<file path="config.mk">
export PLATFORM = sky130hd
export DESIGN_NAME = sixel_stream_decoder
export DESIGN_NICKNAME = d
export VERILOG_FILES = /design/src/sv/sxd_pkg.sv /design/src/sv/sxd_core.sv /design/src/sv/sxd_fifo.sv /design/src/sv/sixel_stream_decoder.sv
export VERILOG_INCLUDE_DIRS = /design/src /design/src/sv
export SDC_FILE = /design/constraint.sdc
export NUM_CORES = 2
export LEC_CHECK = 0
export BUFFER_PORTS_ARGS = -buffer_cell sky130_fd_sc_hd__buf_4
export CORE_MARGIN = 2
export CORE_UTILIZATION = 60
export CTS_BUF_LIST = sky130_fd_sc_hd__clkbuf_16
export DETAILED_ROUTE_END_ITERATION = 12
export HOLD_SLACK_MARGIN = 0.08
export PLACE_DENSITY_LB_ADDON = 0.2
export SYNTH_ARGS = -nofsm -noshare
export SYNTH_HDL_FRONTEND = slang
export SYNTH_SLANG_ARGS = --single-unit
</file>
<file path="constraint.sdc">
create_clock -name clk -period 18.25 [get_ports clk]
set_input_delay 3.65 -clock clk [delete_from_list [all_inputs] [get_ports clk]]
set_output_delay 3.65 -clock clk [all_outputs]
set_load 0.02 [all_outputs]
</file>
<file path="src/sv/sixel_stream_decoder_defines.svh">
// ----------------------------------------------------------------------------
// Sixel stream decoder assertion macros
// Shared property wrappers, clocked on clk and disabled in reset.
// ----------------------------------------------------------------------------
`ifndef SIXEL_STREAM_DECODER_DEFINES_SVH
`define SIXEL_STREAM_DECODER_DEFINES_SVH

// same-cycle implication
`define SXD_CHECK(lbl, ante, cons, msg) \
  lbl: assert property (@(posedge clk) disable iff (!rst_n) (ante) |-> (cons)) \
    else $error(msg);

// next-cycle implication
`define SXD_CHECK_NEXT(lbl, ante, cons, msg) \
  lbl: assert property (@(posedge clk) disable iff (!rst_n) (ante) |=> (cons)) \
    else $error(msg);

`endif

</file>
<file path="src/sv/sxd_pkg.sv">
// ----------------------------------------------------------------------------
// Sixel stream decoder package
// Payload types, result kinds and parser phases.
// ----------------------------------------------------------------------------
package sxd_pkg;

  localparam int VALUE_BITS = 16;
  localparam int FIFO_DEPTH = 4;

  typedef logic [VALUE_BITS-1:0] val_t;

  localparam logic [2:0] K_SIZE  = 3'd0;
  localparam logic [2:0] K_PAL   = 3'd1;
  localparam logic [2:0] K_WRITE = 3'd2;
  localparam logic [2:0] K_DONE  = 3'd3;
  localparam logic [2:0] K_FAIL  = 3'd4;

  typedef struct packed {
    logic [7:0] byte_in;
    logic       stream_end;
  } in_t;

  typedef struct packed {
    logic [2:0]  kind;
    logic        last;
    logic [15:0] pos_x;
    logic [15:0] pos_y;
    logic [5:0]  mask;
    logic [15:0] run_length;
    logic [15:0] color_index;
    logic [15:0] red;
    logic [15:0] green;
    logic [15:0] blue;
    logic [15:0] width;
    logic [15:0] height;
  } out_t;

  typedef struct packed {
    logic [2:0] count;
  } fifo_stat_t;

  typedef enum logic [10:0] {
    PH_WAIT_ESC = 11'b000_0000_0001,
    PH_WAIT_P   = 11'b000_0000_0010,
    PH_PAR_ANY  = 11'b000_0000_0100,
    PH_PAR_SEP  = 11'b000_0000_1000,
    PH_HEADER   = 11'b000_0001_0000,
    PH_GROUP    = 11'b000_0010_0000,
    PH_BODY     = 11'b000_0100_0000,
    PH_BODY_ESC = 11'b000_1000_0000,
    PH_REPEAT   = 11'b001_0000_0000,
    PH_SELECT   = 11'b010_0000_0000,
    PH_HALT     = 11'b100_0000_0000
  } phase_t;

  localparam logic [7:0] CH_ESC   = 8'h1b;
  localparam logic [7:0] CH_P     = 8'h50;
  localparam logic [7:0] CH_Q     = 8'h71;
  localparam logic [7:0] CH_SEMI  = 8'h3b;
  localparam logic [7:0] CH_QUOTE = 8'h22;
  localparam logic [7:0] CH_HASH  = 8'h23;
  localparam logic [7:0] CH_BANG  = 8'h21;
  localparam logic [7:0] CH_DOLL  = 8'h24;
  localparam logic [7:0] CH_DASH  = 8'h2d;
  localparam logic [7:0] CH_BSL   = 8'h5c;
  localparam logic [7:0] CH_ZERO  = 8'h30;
  localparam logic [7:0] CH_NINE  = 8'h39;
  localparam logic [7:0] DATA_LO  = 8'h3f;
  localparam logic [7:0] DATA_HI  = 8'h7e;
  localparam int         BAND_H   = 6;

endpackage

</file>
<file path="src/sv/sxd_core.sv">
// ----------------------------------------------------------------------------
// Sixel parser core
// Parser state and one-byte decode; emits up to two results per request.
// ----------------------------------------------------------------------------
module sxd_core import sxd_pkg::*; (
  input  logic       clk,
  input  logic       rst_n,
  input  logic       take,
  input  in_t        in_data,
  output logic [1:0] res_n,
  output out_t       res0,
  output out_t       res1
);

  localparam logic [VALUE_BITS-1:0] VMAX = {VALUE_BITS{1'b1}};

  phase_t     phase_r, phase_nxt;
  val_t       acc_r, acc_nxt;
  logic       seen_r, seen_nxt;
  logic       isc_r, isc_nxt;
  logic [2:0] gcnt_r, gcnt_nxt;
  val_t       gv_r [3];
  val_t       gv_nxt [3];
  val_t       cx_r, cx_nxt;
  val_t       by_r, by_nxt;
  val_t       cc_r, cc_nxt;
  val_t       pc_r, pc_nxt;

  logic [7:0]            b;
  logic                  is_dig, is_dat;
  logic [VALUE_BITS+3:0] acc_wide;
  val_t                  acc_dig;
  logic                  do_close, do_hdr, do_body, do_wr;
  logic                  ga, ma;
  out_t                  rg, rm;
  val_t                  run;
  logic [VALUE_BITS:0]   sum;

  assign b      = in_data.byte_in;
  assign is_dig = (b >= CH_ZERO) && (b <= CH_NINE);
  assign is_dat = (b >= DATA_LO) && (b <= DATA_HI);

  // acc * 10 + digit, saturating
  assign acc_wide = ({4'b0, acc_r} << 3) + ({4'b0, acc_r} << 1)
                  + {{(VALUE_BITS){1'b0}}, 4'(b - CH_ZERO)};
  assign acc_dig  = (acc_wide[VALUE_BITS+3:VALUE_BITS] != 4'd0) ? VMAX
                  : acc_wide[VALUE_BITS-1:0];

  always_comb begin
    phase_nxt = phase_r;
    acc_nxt   = acc_r;
    seen_nxt  = seen_r;
    isc_nxt   = isc_r;
    gcnt_nxt  = gcnt_r;
    gv_nxt    = gv_r;
    cx_nxt    = cx_r;
    by_nxt    = by_r;
    cc_nxt    = cc_r;
    pc_nxt    = pc_r;
    do_close  = 1'b0;
    do_hdr    = 1'b0;
    do_body   = 1'b0;
    do_wr     = 1'b0;
    ga        = 1'b0;
    ma        = 1'b0;
    rg        = '0;
    rm        = '0;
    run       = val_t'(1);
    sum       = '0;

    if (in_data.stream_end) begin
      case (phase_r)
        PH_WAIT_ESC, PH_WAIT_P, PH_PAR_ANY, PH_PAR_SEP, PH_BODY_ESC: begin
          ma = 1'b1; rm.kind = K_FAIL; phase_nxt = PH_HALT;
        end
        PH_GROUP: do_close = 1'b1;
        PH_HEADER, PH_BODY, PH_REPEAT, PH_SELECT: begin
          ma = 1'b1; rm.kind = K_DONE; phase_nxt = PH_HALT;
        end
        default: ;
      endcase
    end else begin
      case (phase_r)
        PH_WAIT_ESC: begin
          if (b == CH_ESC) phase_nxt = PH_WAIT_P;
          else begin ma = 1'b1; rm.kind = K_FAIL; phase_nxt = PH_HALT; end
        end
        PH_WAIT_P: begin
          if (b == CH_P) phase_nxt = PH_PAR_ANY;
          else begin ma = 1'b1; rm.kind = K_FAIL; phase_nxt = PH_HALT; end
        end
        PH_PAR_ANY: phase_nxt = (b == CH_Q) ? PH_HEADER : PH_PAR_SEP;
        PH_PAR_SEP: begin
          if (b == CH_SEMI) phase_nxt = PH_PAR_ANY;
          else if (b == CH_Q) phase_nxt = PH_HEADER;
          else begin ma = 1'b1; rm.kind = K_FAIL; phase_nxt = PH_HALT; end
        end
        PH_HEADER: do_hdr = 1'b1;
        PH_GROUP: begin
          if (is_dig) begin
            acc_nxt = acc_dig; seen_nxt = 1'b1;
          end else if (b == CH_SEMI && seen_r) begin
            if (gcnt_r >= 3'd2 && gcnt_r <= 3'd4) gv_nxt[2'(gcnt_r - 3'd2)] = acc_r;
            if (gcnt_r != 3'd7) gcnt_nxt = gcnt_r + 3'd1;
            acc_nxt = '0; seen_nxt = 1'b0;
          end else begin
            do_close = 1'b1; do_hdr = 1'b1;
          end
        end
        PH_BODY: do_body = 1'b1;
        PH_BODY_ESC: begin
          ma = 1'b1; rm.kind = (b == CH_BSL) ? K_DONE : K_FAIL; phase_nxt = PH_HALT;
        end
        PH_REPEAT: begin
          if (is_dig) begin
            acc_nxt = acc_dig; seen_nxt = 1'b1;
          end else if (!seen_r || !is_dat) begin
            ma = 1'b1; rm.kind = K_DONE; phase_nxt = PH_HALT;
          end else begin
            run = acc_r; acc_nxt = '0; seen_nxt = 1'b0;
            phase_nxt = PH_BODY; do_wr = 1'b1;
          end
        end
        PH_SELECT: begin
          if (is_dig) begin
            acc_nxt = acc_dig; seen_nxt = 1'b1;
          end else if (!seen_r) begin
            ma = 1'b1; rm.kind = K_DONE; phase_nxt = PH_HALT;
          end else begin
            cc_nxt = acc_r; acc_nxt = '0; seen_nxt = 1'b0;
            phase_nxt = PH_BODY; do_body = 1'b1;
          end
        end
        default: ;
      endcase
    end

    // close an open header group; a pending number counts as a value
    if (do_close) begin
      if (seen_r) begin
        if (gcnt_r >= 3'd2 && gcnt_r <= 3'd4) gv_nxt[2'(gcnt_r - 3'd2)] = acc_r;
        if (gcnt_r != 3'd7) gcnt_nxt = gcnt_r + 3'd1;
      end
      if (!isc_r && gcnt_nxt == 3'd4) begin
        ga = 1'b1; rg.kind = K_SIZE;
        rg.width = 16'(gv_nxt[0]); rg.height = 16'(gv_nxt[1]);
      end else if (isc_r && gcnt_nxt == 3'd5) begin
        ga = 1'b1; rg.kind = K_PAL;
        rg.color_index = 16'(pc_r);
        rg.red = 16'(gv_nxt[0]); rg.green = 16'(gv_nxt[1]); rg.blue = 16'(gv_nxt[2]);
        if (pc_r != VMAX) pc_nxt = pc_r + val_t'(1);
      end
      acc_nxt = '0; seen_nxt = 1'b0; phase_nxt = PH_HEADER;
      if (in_data.stream_end) begin
        ma = 1'b1; rm.kind = K_DONE; phase_nxt = PH_HALT;
      end
    end

    if (do_hdr) begin
      if (b == CH_QUOTE || b == CH_HASH) begin
        isc_nxt = (b == CH_HASH);
        gcnt_nxt = '0;
        gv_nxt[0] = '0; gv_nxt[1] = '0; gv_nxt[2] = '0;
        acc_nxt = '0; seen_nxt = 1'b0;
        phase_nxt = PH_GROUP;
      end else begin
        phase_nxt = PH_BODY; do_body = 1'b1;
      end
    end

    if (do_body) begin
      case (b)
        CH_ESC:  phase_nxt = PH_BODY_ESC;
        CH_BANG: begin acc_nxt = '0; seen_nxt = 1'b0; phase_nxt = PH_REPEAT; end
        CH_HASH: begin acc_nxt = '0; seen_nxt = 1'b0; phase_nxt = PH_SELECT; end
        CH_DOLL: cx_nxt = '0;
        CH_DASH: begin
          cx_nxt = '0;
          sum = {1'b0, by_r} + (VALUE_BITS+1)'(BAND_H);
          by_nxt = sum[VALUE_BITS] ? VMAX : sum[VALUE_BITS-1:0];
        end
        default: begin
          if (is_dat) do_wr = 1'b1;
          else begin ma = 1'b1; rm.kind = K_DONE; phase_nxt = PH_HALT; end
        end
      endcase
    end

    // a select that ends on a data byte writes with the new color
    if (do_wr) begin
      ma = 1'b1; rm.kind = K_WRITE;
      rm.pos_x = 16'(cx_r); rm.pos_y = 16'(by_r);
      rm.mask = 6'(b - DATA_LO);
      rm.run_length = 16'(run); rm.color_index = 16'(cc_nxt);
      sum = {1'b0, cx_r} + {1'b0, run};
      cx_nxt = sum[VALUE_BITS] ? VMAX : sum[VALUE_BITS-1:0];
    end
  end

  always_comb begin
    res_n = {1'b0, ga} + {1'b0, ma};
    res0  = ga ? rg : rm;
    res1  = rm;
    res0.last = !(ga && ma);
    res1.last = 1'b1;
  end

  always_ff @(posedge clk) begin
    if (!rst_n) begin
      phase_r <= PH_WAIT_ESC;
      acc_r   <= '0;
      seen_r  <= 1'b0;
      isc_r   <= 1'b0;
      gcnt_r  <= '0;
      gv_r    <= '{default: '0};
      cx_r    <= '0;
      by_r    <= '0;
      cc_r    <= '0;
      pc_r    <= '0;
    end else if (take) begin
      phase_r <= phase_nxt;
      acc_r   <= acc_nxt;
      seen_r  <= seen_nxt;
      isc_r   <= isc_nxt;
      gcnt_r  <= gcnt_nxt;
      gv_r    <= gv_nxt;
      cx_r    <= cx_nxt;
      by_r    <= by_nxt;
      cc_r    <= cc_nxt;
      pc_r    <= pc_nxt;
    end
  end

endmodule

</file>
<file path="src/sv/sxd_fifo.sv">
// ----------------------------------------------------------------------------
// Result queue
// Four-entry queue; takes up to two results a cycle, gives one.
// ----------------------------------------------------------------------------
module sxd_fifo import sxd_pkg::*; (
  input  logic       clk,
  input  logic       rst_n,
  input  logic [1:0] push_n,
  input  out_t       push0,
  input  out_t       push1,
  input  logic       pop,
  output logic       not_empty,
  output out_t       head,
  output fifo_stat_t stat
);

  out_t       mem [FIFO_DEPTH];
  logic [1:0] wp_r, wp_nxt;
  logic [1:0] rp_r, rp_nxt;
  logic [2:0] cnt_r, cnt_nxt;

  assign not_empty  = (cnt_r != 3'd0);
  assign head       = mem[rp_r];
  assign stat.count = cnt_r;

  always_comb begin
    wp_nxt  = wp_r + push_n;
    rp_nxt  = rp_r + {1'b0, pop};
    cnt_nxt = cnt_r + {1'b0, push_n} - {2'b0, pop};
  end

  always_ff @(posedge clk) begin
    if (push_n != 2'd0) mem[wp_r] <= push0;
    if (push_n == 2'd2) mem[wp_r + 2'd1] <= push1;
  end

  always_ff @(posedge clk) begin
    if (!rst_n) begin
      wp_r  <= '0;
      rp_r  <= '0;
      cnt_r <= '0;
    end else begin
      wp_r  <= wp_nxt;
      rp_r  <= rp_nxt;
      cnt_r <= cnt_nxt;
    end
  end

endmodule

</file>
<file path="src/sv/sixel_stream_decoder.sv">
// Output: results are decoded combinationally and registered in the queue.
// Throughput: one byte per cycle; the four-entry result queue accepts a new
// request while it holds at most two results (a byte yields up to two).
// Reset: rst_n synchronous, active low; parser back to waiting for ESC,
// queue emptied.
// ----------------------------------------------------------------------------
// Sixel stream decoder top level
// Byte-serial sixel parser with a result queue on the output side.
// ----------------------------------------------------------------------------
`include "sixel_stream_decoder_defines.svh"

module sixel_stream_decoder import sxd_pkg::*; (
  input  logic clk,
  input  logic rst_n,
  input  logic in_valid,
  output logic in_ready,
  input  in_t  in_data,
  output logic out_valid,
  input  logic out_ready,
  output out_t out_data
);

  logic       take;
  logic [1:0] res_n;
  out_t       res0, res1;
  fifo_stat_t stat;

  assign in_ready = (stat.count <= 3'd2);
  assign take     = in_valid && in_ready;

  sxd_core u_core (
    .clk     (clk),
    .rst_n   (rst_n),
    .take    (take),
    .in_data (in_data),
    .res_n   (res_n),
    .res0    (res0),
    .res1    (res1)
  );

  sxd_fifo u_fifo (
    .clk       (clk),
    .rst_n     (rst_n),
    .push_n    (take ? res_n : 2'd0),
    .push0     (res0),
    .push1     (res1),
    .pop       (out_valid && out_ready),
    .not_empty (out_valid),
    .head      (out_data),
    .stat      (stat)
  );

  `SXD_CHECK(a_cnt_max, 1'b1, stat.count <= 3'd4, "result queue overfilled")
  `SXD_CHECK(a_ready_room, in_ready, stat.count <= 3'd2, "ready without room for two")
  `SXD_CHECK_NEXT(a_no_spurious, !in_valid && !out_valid, !out_valid, "result without request")

endmodule
</file>
==> reports/results.ini <==
[floorplanning]
die_h_um = 243
rows = 87
coreArea_um2 = 56500
start_util = 0.609
die-area_um2 = 59200
io_pins = 169
die_w_um = 243

[placed_design]
port_buffers = 168
dpl.hpwl_um = 59300
place_congestion = 0.940
post-place-ws_ps = 8700

[critical_path]
worst_path_max_delay_cell = buf_4
path_max_fanout = 81
cp_common_cell = buf_4
rrSetupSlack_ps = 12290
cp_top_family = buffers and inverters
cp_cell_sequence = buf_4 -> inv_1 -> ha_1 -> o21ba_2 -> o211ai_2 -> nand4_1 -> o21a_1 -> a21oi_1 -> a31oi_1 -> nand2_1 -> ha_1 -> mux2_2 -> nand2_1 -> inv_1 -> nand2_2 -> buf_4 -> clkinv_2 -> buf_4 -> o22a_1
crit_arrival_ps = 9580
startpoint = in_data[2]
cp-end-kind = flop
worstSetupPathType = input port to flop
cp_slowest_stage_delay_ps = 780
critPathLaunchType = input port
crit_buf_inv = 6
critPathRequiredTime_ps = 18770
rr_worst_depth = 15
rr_startpoint = u_core.phase_r[0]
r2r-end = u_fifo.mem[1][150]

[job]
drv_cap = 0

[cells_and_area]
n_antenna_cell = 0
final_cell_mix = dfxtp_1 (473), nand2_1 (455), nor2_1 (357), edfxtp_1 (292), o21ai_0 (250)
final_common_cell = dfxtp_1
areaGrowthSynthToFinish_pct = 12.3
drive_gt1_frac = 0.166
nNetsFinal = 3361
fillers = 4089
multi_input_area_um2 = 14900
regArea_um2 = 18300

[timing]
finalSetupTns_ps = 0
min_period_over_period = 0.497
relSlewSlack = 0.155
slew_violations = 0
tightest_slew_ps = 1260
period_needed_ps = 9060
rsz0062_at_grt = false
setup_viol = 0
finClkSkew_ps = 22.6
max_freq_mhz = 110
hold_viol = 0
postLayoutSetupSlackWorst_ps = 9190

[clocking]
clk_pin_slew_worst_paths_ps = 60
cts_setup_buffers = 0
cts.root.buffer_cell = clkbuf_16
cts_tree = done
htreeDepth = 3
cts_resized = 0
ctsHoldBuffers = 0
clock_latency_ps = 640
cts_buffers = 79
cts_sinks = 767
clk_path_buf_depth = 3

[run_status]
status = finished, final reports clean

[drt]
firstDrtPassIters = 5
ant_nets = 0
vias = 26400
route.detailed.drc = 0
viasPerCell = 6.44
drt_iter0_markers = 2660
wl_per_cell_um = 23.6
drt-total-wl_um = 96700

[synth]
synth_nets = 3290
synth_ff_type = dfxtp_1
synth_edf_count = 292
avgSynthCellArea_um2 = 10.7
ys_ff_latch = 767
seq_area_frac_synth = 0.532
async_flop_share = 0
syn_area_um2 = 34400
ys_warn_count = 0
yosysUniqueCellTypes = 90
syn_inst = 3208

[power_and_ir_drop]
peakVddDrop_mv = 0.0804
leakage_nw = 13.7
p_per_area_nw_per_um2 = 114

[grt]
grt_pass1_vias = 26300
antenna_found_initial = 4
grt_overflow = 0
track_usage = 0.325
grt_max_degree = 119
grt_first_pass_wirelength_um = 150000

[hold_path]
hold_depth = 2
worst_hold_path_type = flop to flop
hold_end = u_fifo.mem[1][25]
holdCritStartpoint = u_fifo.mem[1][25]

-- flip-flops by register name (all words and copies together) (netlist names) --
register and cells:
u_fifo.wp_r 2, u_core.by_r 16, u_core.cx_r 16, u_fifo.stat 3
u_fifo.rp_r 2, u_core.pc_r 16, u_core.seen_r 1, u_core.isc_r 1
u_core.gv_r 48, u_core.acc_r 16, u_core.cc_r 16, u_core.phase_r 11
u_fifo.mem 616, u_core.gcnt_r 3
-- cell usage after synthesis, types with 20 or more instances --
cell       count  share of area
dfxtp_1      475           0.28
xor2_1        20         0.0051
o21ai_0      250          0.036
inv_1         60         0.0066
and2_1        42         0.0076
nor3_1        49         0.0071
and3_1        22         0.0040
clkbuf_1     146          0.016
buf_1         21         0.0023
o2bb2ai_1     49          0.012
nor2_1       361          0.039
a21oi_1       57         0.0083
ha_1          65          0.024
nand2b_1      20         0.0036
o21ai_1      136          0.020
mux4_2       154           0.10
edfxtp_1     292           0.26
xnor2_1       29         0.0074
a211oi_1      24         0.0052
a22oi_1       49          0.011
nand2_1      457          0.050
nand3_1       25         0.0036
mux2i_1       65          0.019
buf_2         46         0.0067
-- metal layers --
metal / share of wire / GRT usage / wire length, um / up-vias
li1: - / - / - / 11800
met1: 0.40 / 0.438 / 38900 / 13100
met2: 0.49 / 0.537 / 47100 / 1280
met3: 0.084 / 0.0513 / 8130 / 189
met4: 0.026 / 0.113 / 2550 / 8
met5: 0.00062 / 0 / 60 / -
-- through the flow --
stage,instances,util,power [mW],cell area (um2),hold slack [ps]
after global routing,4099,0.683,4.54,38600,461
after global placement,3954,0.639,2.84,36100,428
final,4099,0.683,4.41,38600,447
after CTS,4099,0.683,4.42,38600,447
after floorplan,3208,-,2.53,34400,420
after detailed placement,3954,0.639,2.85,36100,437
-- power breakdown --
group	switching, mW	internal (mW)
sequential	0.0555	1.88
clock	0.685	0.903
combinational	0.550	0.332
-- worst register-to-register path, cell delays in order, from the launching register on --
cell      delay (ps)
dfxtp_1          380
nor3_4           400
nand4_2          340
or4_1            610
a211oi_2         330
o21ai_2          150
inv_1            120
ha_1             320
mux2_2           370
nand2_1           60
inv_1             80
nand2_2           60
buf_4            780
clkinv_2         890
buf_4            620
o22a_1           330
-- final cells by class --
class                      count  share of cell area
timing repair buffer         220              0.0431
inverter                      61             0.00609
tap                          756              0.0245
clock inverter                65              0.0138
clock buffer                  80              0.0518
multi-input combinational   2150               0.387
sequential                   767               0.474
-- worst max path at each step --
stage / slack (ps) / end / cells past startpoint
after detailed placement: 8700 / u_fifo.mem[3][150] / 19
final: 9190 / u_fifo.mem[1][150] / 19
after CTS: 9350 / u_fifo.mem[3][150] / 19
after global placement: 8740 / u_fifo.mem[3][150] / 19
after global routing: 8970 / u_fifo.mem[1][150] / 19
after floorplan: 9600 / u_fifo.mem[2][100] / 15
-- kinds of logic (layout without fill, tap and decap cells) --
logic type,after synthesis,count (layout),synth area share
xor+xnor,49,49,0.0125
mux,221,221,0.120
compound gates,734,734,0.135
fa+ha+maj,69,69,0.0260
simple gates,1077,1077,0.138
buf+inv,291,426,0.0365
flops,767,767,0.532
(Power assumes the default switching activity.)
